==> src/hw/rtl/tgs_pkg.sv <==
package tgs_pkg;

    // Fixed field and register widths
    localparam int SCALE_W     = 24;
    localparam int HOLD_W      = 16;
    localparam int ELAPSED_W   = 32;
    localparam int CFG_IDX_W   = 2;
    localparam int CFG_DATA_W  = 24;

    // Configuration register indexes
    localparam logic [CFG_IDX_W-1:0] REG_DISTANCE_SCALE = 2'd0;
    localparam logic [CFG_IDX_W-1:0] REG_HOLDOFF_TICKS  = 2'd1;

    // Register reset values
    localparam logic [SCALE_W-1:0] DISTANCE_SCALE_RST = 24'd200000;
    localparam logic [HOLD_W-1:0]  HOLDOFF_TICKS_RST  = 16'd500;

    // Measurement queue between front and back
    localparam int QUEUE_DEPTH = 2;

    typedef struct packed {
        logic full;
        logic empty;
    } t_q_status;

endpackage

==> src/hw/rtl/tgs_in_if.sv <==
interface tgs_in_if;
    logic valid;
    logic ready;
    logic gate_a;
    logic gate_b;

    modport source (output valid, output gate_a, output gate_b, input ready);
    modport sink   (input valid, input gate_a, input gate_b, output ready);
endinterface

==> src/hw/rtl/tgs_out_if.sv <==
interface tgs_out_if;
    logic                          valid;
    logic                          ready;
    logic                          direction;
    logic [tgs_pkg::ELAPSED_W-1:0] elapsed_ticks;
    logic [tgs_pkg::SCALE_W-1:0]   speed;

    modport source (output valid, output direction, output elapsed_ticks, output speed,
                    input ready);
    modport sink   (input valid, input direction, input elapsed_ticks, input speed,
                    output ready);
endinterface

==> src/hw/rtl/tgs_front.sv <==
module tgs_front #(
    parameter int TIME_WIDTH = 32
) (
    input  logic                        i_clk,
    input  logic                        i_rst_n,
    input  logic                        i_accept,
    input  logic                        i_gate_a,
    input  logic                        i_gate_b,
    input  logic [tgs_pkg::HOLD_W-1:0]  i_holdoff_ticks,
    output logic                        o_push,
    output logic                        o_dir,
    output logic [TIME_WIDTH-1:0]       o_diff
);
    import tgs_pkg::*;

    logic [TIME_WIDTH-1:0] r_tick, n_tick;
    logic [TIME_WIDTH-1:0] r_stamp_a, n_stamp_a;
    logic [TIME_WIDTH-1:0] r_stamp_b, n_stamp_b;
    logic                  r_seen_a, n_seen_a;
    logic                  r_seen_b, n_seen_b;
    logic [HOLD_W-1:0]     r_holdoff_left, n_holdoff_left;

    // Stamps and flags after this tick's gate sample, before any clear
    logic [TIME_WIDTH-1:0] smp_stamp_a, smp_stamp_b;
    logic                  smp_seen_a, smp_seen_b;
    logic                  hit;

    always_comb begin
        smp_stamp_a = r_stamp_a;
        smp_stamp_b = r_stamp_b;
        smp_seen_a  = r_seen_a;
        smp_seen_b  = r_seen_b;
        if (i_gate_a) begin
            smp_stamp_a = r_tick;
            smp_seen_a  = 1'b1;
        end else if (i_gate_b) begin
            smp_stamp_b = r_tick;
            smp_seen_b  = 1'b1;
        end
    end

    assign hit    = smp_seen_a && smp_seen_b && (smp_stamp_a != smp_stamp_b);
    assign o_dir  = (smp_stamp_a > smp_stamp_b);
    assign o_diff = o_dir ? (smp_stamp_a - smp_stamp_b) : (smp_stamp_b - smp_stamp_a);

    always_comb begin
        n_tick         = r_tick;
        n_stamp_a      = r_stamp_a;
        n_stamp_b      = r_stamp_b;
        n_seen_a       = r_seen_a;
        n_seen_b       = r_seen_b;
        n_holdoff_left = r_holdoff_left;
        o_push         = 1'b0;
        if (i_accept) begin
            n_tick = r_tick + 1'b1;
            if (r_holdoff_left != '0) begin
                n_holdoff_left = r_holdoff_left - 1'b1;
            end else if (hit) begin
                // report, then clear and start the hold-off
                o_push         = 1'b1;
                n_stamp_a      = '0;
                n_stamp_b      = '0;
                n_seen_a       = 1'b0;
                n_seen_b       = 1'b0;
                n_holdoff_left = i_holdoff_ticks;
            end else begin
                n_stamp_a = smp_stamp_a;
                n_stamp_b = smp_stamp_b;
                n_seen_a  = smp_seen_a;
                n_seen_b  = smp_seen_b;
            end
        end
    end

    always_ff @(posedge i_clk) begin
        if (!i_rst_n) begin
            r_tick         <= '0;
            r_stamp_a      <= '0;
            r_stamp_b      <= '0;
            r_seen_a       <= 1'b0;
            r_seen_b       <= 1'b0;
            r_holdoff_left <= '0;
        end else begin
            r_tick         <= n_tick;
            r_stamp_a      <= n_stamp_a;
            r_stamp_b      <= n_stamp_b;
            r_seen_a       <= n_seen_a;
            r_seen_b       <= n_seen_b;
            r_holdoff_left <= n_holdoff_left;
        end
    end

endmodule

==> src/hw/rtl/tgs_queue.sv <==
module tgs_queue #(
    parameter int WIDTH = 57
) (
    input  logic               i_clk,
    input  logic               i_rst_n,
    input  logic               i_push,
    input  logic [WIDTH-1:0]   i_data,
    input  logic               i_pop,
    output logic [WIDTH-1:0]   o_data,
    output tgs_pkg::t_q_status o_status
);
    import tgs_pkg::*;

    localparam int PTR_W = $clog2(QUEUE_DEPTH);
    localparam int CNT_W = $clog2(QUEUE_DEPTH + 1);

    logic [WIDTH-1:0] r_mem [QUEUE_DEPTH];
    logic [PTR_W-1:0] r_wr_ptr, r_rd_ptr;
    logic [CNT_W-1:0] r_count;

    assign o_data         = r_mem[r_rd_ptr];
    assign o_status.full  = (r_count == CNT_W'(QUEUE_DEPTH));
    assign o_status.empty = (r_count == '0);

    always_ff @(posedge i_clk) begin
        if (i_push) begin
            r_mem[r_wr_ptr] <= i_data;
        end
    end

    always_ff @(posedge i_clk) begin
        if (!i_rst_n) begin
            r_wr_ptr <= '0;
            r_rd_ptr <= '0;
            r_count  <= '0;
        end else begin
            if (i_push) begin
                r_wr_ptr <= (r_wr_ptr == PTR_W'(QUEUE_DEPTH - 1)) ? '0 : r_wr_ptr + 1'b1;
            end
            if (i_pop) begin
                r_rd_ptr <= (r_rd_ptr == PTR_W'(QUEUE_DEPTH - 1)) ? '0 : r_rd_ptr + 1'b1;
            end
            case ({i_push, i_pop})
                2'b10:   r_count <= r_count + 1'b1;
                2'b01:   r_count <= r_count - 1'b1;
                default: r_count <= r_count;
            endcase
        end
    end

endmodule

==> src/hw/rtl/tgs_back.sv <==
module tgs_back #(
    parameter int TIME_WIDTH = 32
) (
    input  logic                           i_clk,
    input  logic                           i_rst_n,
    input  logic                           i_q_valid,
    input  logic                           i_dir,
    input  logic [tgs_pkg::SCALE_W-1:0]    i_scale,
    input  logic [TIME_WIDTH-1:0]          i_diff,
    output logic                           o_pop,
    output logic                           o_valid,
    input  logic                           i_ready,
    output logic                           o_direction,
    output logic [tgs_pkg::ELAPSED_W-1:0]  o_elapsed,
    output logic [tgs_pkg::SCALE_W-1:0]    o_speed
);
    import tgs_pkg::*;

    // Remainder stays below 2^25 and below the divisor
    localparam int DW    = (TIME_WIDTH > SCALE_W + 1) ? TIME_WIDTH : SCALE_W + 1;
    localparam int CNT_W = $clog2(SCALE_W);

    typedef enum logic [2:0] {
        ST_IDLE = 3'b001,
        ST_DIV  = 3'b010,
        ST_DONE = 3'b100
    } t_back_state;

    t_back_state       r_state, n_state;
    logic [CNT_W-1:0]  r_cnt;
    logic [DW-1:0]     r_rem;
    logic [SCALE_W-1:0] r_quo;
    logic [TIME_WIDTH-1:0] r_div;
    logic              r_dir;

    logic [DW-1:0] rem_sh;
    logic [DW-1:0] div_ext;
    logic          fits;

    assign div_ext = DW'(r_div);
    assign rem_sh  = {r_rem[DW-2:0], r_quo[SCALE_W-1]};
    assign fits    = (rem_sh >= div_ext);

    always_comb begin
        n_state = r_state;
        o_pop   = 1'b0;
        case (r_state)
            ST_IDLE: begin
                if (i_q_valid) begin
                    o_pop   = 1'b1;
                    n_state = ST_DIV;
                end
            end
            ST_DIV: begin
                if (r_cnt == '0) begin
                    n_state = ST_DONE;
                end
            end
            ST_DONE: begin
                if (i_ready) begin
                    n_state = ST_IDLE;
                end
            end
            default: n_state = ST_IDLE;
        endcase
    end

    always_ff @(posedge i_clk) begin
        if (!i_rst_n) begin
            r_state <= ST_IDLE;
            r_cnt   <= '0;
        end else begin
            r_state <= n_state;
            if (o_pop) begin
                r_cnt <= CNT_W'(SCALE_W - 1);
            end else if (r_state == ST_DIV) begin
                r_cnt <= r_cnt - 1'b1;
            end
        end
    end

    // Restoring divider: one quotient bit per cycle, dividend shifts out of r_quo
    always_ff @(posedge i_clk) begin
        if (o_pop) begin
            r_rem <= '0;
            r_quo <= i_scale;
            r_div <= i_diff;
            r_dir <= i_dir;
        end else if (r_state == ST_DIV) begin
            r_rem <= fits ? (rem_sh - div_ext) : rem_sh;
            r_quo <= {r_quo[SCALE_W-2:0], fits};
        end
    end

    assign o_valid     = (r_state == ST_DONE);
    assign o_direction = r_dir;
    assign o_elapsed   = ELAPSED_W'(r_div);
    assign o_speed     = r_quo;

endmodule

==> src/hw/rtl/two_gate_speed_direction.sv <==
// Path: a measurement that an accepted tick completes is queued, then popped by the back end and
//   divided before it shows on the output (one queue pop, 24 divider steps).
// Throughput: one tick per cycle while the two-entry queue has room; the back end pops
//   no new measurement until the bit-serial restoring divider's result is taken.
// Reset: synchronous, active low; clears counter, stamps, flags, hold-off, queue
//   pointers and divider control; loads the register defaults (scale 200000, hold-off 500).
module two_gate_speed_direction #(
    parameter int TIME_WIDTH = 32
) (
    input  logic                          i_clk,
    input  logic                          i_rst_n,
    tgs_in_if.sink                        i_in,
    tgs_out_if.source                     o_out,
    input  logic                          i_cfg_wr_en,
    input  logic [tgs_pkg::CFG_IDX_W-1:0] i_cfg_index,
    input  logic [tgs_pkg::CFG_DATA_W-1:0] i_cfg_wdata
);
    import tgs_pkg::*;

    // Queue word layout: {direction, scale snapshot, elapsed}
    localparam int QW = 1 + SCALE_W + TIME_WIDTH;

    logic [SCALE_W-1:0] r_distance_scale;
    logic [HOLD_W-1:0]  r_holdoff_ticks;

    logic                  accept;
    logic                  push;
    logic                  pop;
    logic                  front_dir;
    logic [TIME_WIDTH-1:0] front_diff;
    logic [QW-1:0]         q_wdata;
    logic [QW-1:0]         q_rdata;
    t_q_status             q_status;

    // Configuration registers; unknown indexes drop the write
    always_ff @(posedge i_clk) begin
        if (!i_rst_n) begin
            r_distance_scale <= DISTANCE_SCALE_RST;
            r_holdoff_ticks  <= HOLDOFF_TICKS_RST;
        end else if (i_cfg_wr_en) begin
            case (i_cfg_index)
                REG_DISTANCE_SCALE: r_distance_scale <= i_cfg_wdata[SCALE_W-1:0];
                REG_HOLDOFF_TICKS:  r_holdoff_ticks  <= i_cfg_wdata[HOLD_W-1:0];
                default: ;
            endcase
        end
    end

    // Take a tick whenever the queue can hold a possible measurement;
    // any tick may complete one, so hold off only on a full queue.
    assign i_in.ready = !q_status.full;
    assign accept     = i_in.valid && i_in.ready;

    // Front: tick counter, gate stamping, hold-off, measurement detect
    tgs_front #(
        .TIME_WIDTH (TIME_WIDTH)
    ) u_front (
        .i_clk           (i_clk),
        .i_rst_n         (i_rst_n),
        .i_accept        (accept),
        .i_gate_a        (i_in.gate_a),
        .i_gate_b        (i_in.gate_b),
        .i_holdoff_ticks (r_holdoff_ticks),
        .o_push          (push),
        .o_dir           (front_dir),
        .o_diff          (front_diff)
    );

    // Snapshot the scale with each measurement so the back end is self-contained
    assign q_wdata = {front_dir, r_distance_scale, front_diff};

    tgs_queue #(
        .WIDTH (QW)
    ) u_queue (
        .i_clk    (i_clk),
        .i_rst_n  (i_rst_n),
        .i_push   (push),
        .i_data   (q_wdata),
        .i_pop    (pop),
        .o_data   (q_rdata),
        .o_status (q_status)
    );

    // Back: divide scale by elapsed ticks, hold the result until taken
    tgs_back #(
        .TIME_WIDTH (TIME_WIDTH)
    ) u_back (
        .i_clk       (i_clk),
        .i_rst_n     (i_rst_n),
        .i_q_valid   (!q_status.empty),
        .i_dir       (q_rdata[QW-1]),
        .i_scale     (q_rdata[QW-2:TIME_WIDTH]),
        .i_diff      (q_rdata[TIME_WIDTH-1:0]),
        .o_pop       (pop),
        .o_valid     (o_out.valid),
        .i_ready     (o_out.ready),
        .o_direction (o_out.direction),
        .o_elapsed   (o_out.elapsed_ticks),
        .o_speed     (o_out.speed)
    );

`ifndef NO_ASSERTIONS
    // Never push into a full queue
    a_no_overflow: assert property (@(posedge i_clk) disable iff (!i_rst_n)
        push |-> !q_status.full)
        else $error("measurement pushed into full queue");

    // A measurement clears both flags, so the next tick cannot complete another
    a_no_double_push: assert property (@(posedge i_clk) disable iff (!i_rst_n)
        push |=> !push)
        else $error("two measurements on consecutive ticks");

    // The back end pops only while no result is pending on the output
    a_pop_idle: assert property (@(posedge i_clk) disable iff (!i_rst_n)
        pop |-> !o_out.valid)
        else $error("queue popped while a result is pending");
`endif

endmodule
==> src/flat_wrapper.sv <==
// flat-port wrapper written by rule: the top's interface ports become plain ports
module two_gate_speed_direction_flat import tgs_pkg::*;
#(
    parameter int TIME_WIDTH = 32
)
  (i_clk, i_rst_n, i_cfg_wr_en, i_cfg_index, i_cfg_wdata, i_in_valid, i_in_gate_a, i_in_gate_b, i_in_ready, o_out_valid, o_out_direction, o_out_elapsed_ticks, o_out_speed, o_out_ready);
  tgs_in_if i_in_i ();
  tgs_out_if o_out_i ();
  input  logic i_clk;
  input  logic i_rst_n;
  input  logic i_cfg_wr_en;
  input  logic [tgs_pkg::CFG_IDX_W-1:0] i_cfg_index;
  input  logic [tgs_pkg::CFG_DATA_W-1:0] i_cfg_wdata;
  input wire logic [$bits(i_in_i.valid)-1:0] i_in_valid;
  input wire logic [$bits(i_in_i.gate_a)-1:0] i_in_gate_a;
  input wire logic [$bits(i_in_i.gate_b)-1:0] i_in_gate_b;
  output wire logic [$bits(i_in_i.ready)-1:0] i_in_ready;
  output wire logic [$bits(o_out_i.valid)-1:0] o_out_valid;
  output wire logic [$bits(o_out_i.direction)-1:0] o_out_direction;
  output wire logic [$bits(o_out_i.elapsed_ticks)-1:0] o_out_elapsed_ticks;
  output wire logic [$bits(o_out_i.speed)-1:0] o_out_speed;
  input wire logic [$bits(o_out_i.ready)-1:0] o_out_ready;
  assign i_in_i.valid = i_in_valid;
  assign i_in_i.gate_a = i_in_gate_a;
  assign i_in_i.gate_b = i_in_gate_b;
  assign i_in_ready = i_in_i.ready;
  assign o_out_valid = o_out_i.valid;
  assign o_out_direction = o_out_i.direction;
  assign o_out_elapsed_ticks = o_out_i.elapsed_ticks;
  assign o_out_speed = o_out_i.speed;
  assign o_out_i.ready = o_out_ready;
  two_gate_speed_direction #(.TIME_WIDTH(TIME_WIDTH)) u_core (.i_clk(i_clk), .i_rst_n(i_rst_n), .i_in(i_in_i), .o_out(o_out_i), .i_cfg_wr_en(i_cfg_wr_en), .i_cfg_index(i_cfg_index), .i_cfg_wdata(i_cfg_wdata));
endmodule
==> config.mk <==
export PLATFORM = sky130hd
export DESIGN_NAME = two_gate_speed_direction_flat
export DESIGN_NICKNAME = d
export VERILOG_FILES = /design/src/hw/rtl/tgs_pkg.sv /design/src/hw/rtl/tgs_in_if.sv /design/src/hw/rtl/tgs_out_if.sv /design/src/hw/rtl/tgs_front.sv /design/src/hw/rtl/tgs_queue.sv /design/src/hw/rtl/tgs_back.sv /design/src/hw/rtl/two_gate_speed_direction.sv /design/src/flat_wrapper.sv
export SDC_FILE = /design/constraint.sdc
export NUM_CORES = 1
export LEC_CHECK = 0
export BUFFER_PORTS_ARGS = -buffer_cell sky130_fd_sc_hd__buf_2
export CAP_MARGIN = 20
export CORE_MARGIN = 3
export CORE_UTILIZATION = 35
export DETAILED_ROUTE_END_ITERATION = 10
export GPL_ROUTABILITY_DRIVEN = 0
export MAX_ROUTING_LAYER = met4
export PLACE_DENSITY = 0.52
export SYNTH_ARGS = -nofsm -noshare
export SYNTH_HDL_FRONTEND = slang
export SYNTH_SLANG_ARGS = --single-unit
==> constraint.sdc <==
create_clock -name i_clk -period 15.7 [get_ports i_clk]
set_input_delay 0 -clock i_clk [delete_from_list [all_inputs] [get_ports i_clk]]
set_output_delay 0 -clock i_clk [all_outputs]
set_load 0.05 [all_outputs]
==> run metrics <==
status complete, no violations; number of global-route vias before repair ~15000; Finished Layout Cells approximately 3000; Starting Density a little over a third; critical path class reg -> reg; placed cell area 21000 sq um; setup ws final between 10000 and 15000 ps; Hold WS 81.1 ps; Post-Synthesis Cells 2154; vias after detailed routing between 15000 and 20000; CORE AREA 55700 sq um; met1 Track Usage GR 24.1%; syn avg cell area 9.27 sq um; Max IR drop VDD approximately 0.00017 V; cell area after layout approximately 23000 sq um; FFs w/ async S/R, synth 0%; overall power between 5 and 6 mW; period utilization 28.0%; Synth Flop Type dfxtp_1; max_cap viols 0; post-CTS resize count 0; largest net degree at the start of global routing around 110; Synth Register Bits 369; Iter 0 DRT Violations approximately 1000; R2R Setup Slk approximately 11000 ps; Root Driver clkbuf_16; met2 Track Usage GR about a quarter; Num CTS Buffers 42; critical path endpoint category flop; RSZ-0062 raised after global routing no; Core Util, Final 40.8%; row count 86; Die Y-Extent about 240 microns; Congestion Overflow GR 0; clk sinks between 300 and 400; Fin Clk Skew about 26 ps; Synth Cell Area ~20000 sq um; Worst-path clk slew around 60 ps; Leakage 8.91 nW; Via density around 5.2; M3 GR Usage roughly 2.6%; Rel. slew slack 30.4%; worst-skew pair later-pin latency about 570 ps; placed insts 2891; total I/O pin count 92; wire per inst between 15 and 20 microns; total wire length around 51000 microns; nets about 2400; Post-DP HPWL 35300 microns; worst hold path type in -> reg; drt drc 0; Place WS 10950 ps; Area Overhead vs Synth 13.9%; Post-Syn Nets between 2000 and 2500; Horiz. Die Dim 245 microns; synthesis warning total 0; crit path max fanout 31; number of synthesized flops with an enable pin 171; Detailed Routing Iterations Pass 1 5; buffers added on ports 91; CTS tree built; Final min period between 4000 and 5000 ps; FMAX 228 MHz; Post-DRT Antenna Nets 0; register area share after synthesis a little under half; PwrDens 248 nW/um^2; Fin. Hold Viols 0; setup TNS 0 ps; total die area approximately 60000 sq um; antenna violations before repair 0; H-tree levels 2; worst path required time about 16000 ps; Final Setup Violations 0; Worst setup SP type flop; fill cell count between 5000 and 6000; Most Crowded Layer GR met2; share of cells above drive strength 1 a little under an eighth; postcts setup bufs 0; Total GRT Usage ~17%; Worst EP arrival around 4700 ps; clock buffer depth 3; unique cell type count in the Yosys netlist between 70 and 80; first-pass GRT wire length ~82000 microns; Slew Viols, Final 0; Worst Tran Pin Value between 1000 and 1500 ps
==> kinds of logic (layout without fill, tap and decap cells) <==
family,count (synthesis),after routing,synth area share (%)
and+or+nand+nor,672,672,15.2
AOI/OAI and AO/OA,567,567,18.2
DFF,369,369,45.5
buffers and inverters,253,346,5.02
adders and majority gates,104,104,6.63
muxes,104,104,5.64
xor gates and xnor gates,85,85,3.73
other,0,1,0
==> flip-flops by register name, summed over array words and instances, names as in the netlist, named ones only <==
name / count
u_core.u_back.r_rem: 31
u_core.u_front.r_holdoff_left: 16
u_core.u_queue.r_count: 2
u_core.u_back.o_elapsed: 32
u_core.u_back.r_state: 3
u_core.u_front.r_seen_a: 1
u_core.u_back.o_direction: 1
u_core.u_front.r_tick: 32
u_core.r_distance_scale: 24
u_core.u_back.r_cnt: 5
u_core.u_front.r_stamp_b: 32
u_core.u_queue.r_wr_ptr: 1
u_core.u_back.o_speed: 24
u_core.u_queue.r_rd_ptr: 1
u_core.r_holdoff_ticks: 16
u_core.u_front.r_stamp_a: 32
u_core.u_queue.r_mem: 114
u_core.u_front.r_seen_b: 1
==> report_power, final <==
| group | switching [mW] | leakage, nW | internal, mW |
|---|---|---|---|
| clock | 0.397 | 0.675 | 0.599 |
| sequential | 0.0990 | 3.16 | 1.44 |
| combinational | 1.97 | 5.08 | 1.13 |
==> final timing paths <==
kind	start	to	cells after the start
hold / removal	i_cfg_wr_en	u_core.r_distance_scale[4]	5
setup / recovery	u_core.u_front.r_tick[0]	u_core.u_queue.r_mem[0][28]	16
setup reg to reg	u_core.u_front.r_tick[0]	u_core.u_queue.r_mem[0][28]	16
hold reg to reg	u_core.r_distance_scale[2]	u_core.u_queue.r_mem[1][34]	0
==> cells in the final DEF, fill, tap and decap left out, drive strengths merged, types with 5 or more instances in the layout <==
cell type      n
nand2        270
mux2          69
nor3          31
o21bai        15
a21o          44
and2          38
o31ai         10
nor2b         17
nand3         41
a22o          15
o21a           9
inv          135
a32oi          6
and3          17
dfxtp        198
nor2         178
o21ai        118
edfxtp       171
clkbuf        58
xor2          32
ha           101
clkinv         6
or3           14
o31a           6
a21oi        162
nand2b        15
a31oi         16
xnor2         53
buf          109
a21boi        48
a211oi        82
nand4         23
dlygate4sd3   31
nor4           5
mux2i         35
==> Yosys cell counts (all sizes together) (32+ instances only) <==
library cell / count / share of area [%]
ha: 101 / 6.3
mux2i: 35 / 1.8
xor2: 32 / 1.4
a211oi: 82 / 3.1
mux2: 69 / 3.9
buf: 40 / 1.0
clkbuf: 80 / 1.5
a21boi: 48 / 1.8
dfxtp: 198 / 20
inv: 132 / 2.5
o21ai: 118 / 3.0
nor2: 178 / 3.3
nand3: 41 / 1.0
a21o: 44 / 1.7
and2: 38 / 1.2
nand2: 270 / 5.1
xnor2: 53 / 2.3
edfxtp: 171 / 26
a21oi: 162 / 4.1
==> worst max-delay path, stage by stage (launching register included) <==
cell and delay, ps:
dfxtp_1 460, mux2_2 230, inv_1 60, ha_1 220, fa_1 400, nor2b_1 180
o31a_1 160, o41ai_1 70, o2111a_1 300, o31ai_1 350, or2_1 180, a22oi_2 50
buf_4 250, inv_2 460, mux2i_1 240, o41ai_1 350, xor2_1 130
==> routing by layer <==
metal	wire length, microns	vias to the layer above
met5	0	-
met4	1210	0
met3	2040	77
met2	22400	314
met1	25000	7323
li1	-	7752
==> area by class of cell <==
cell class                 count  area, sq um  share of cell area, %
timing repair buffer         140          901                   3.96
antenna                        1         2.50                 0.0110
clock buffer                  58         1190                   5.25
inverter                     133          499                   2.19
multi-input combinational   1532         9920                   43.6
tap                          748          936                   4.11
sequential                   369         9100                   40.0
clock inverter                15          204                  0.896
==> timing repair <==
action	CTS	global route
hold buffers	31	0
endpoints found under the setup margin	0	0
endpoints found under the hold margin	42	0
Power figures use the tool's default switching activity.
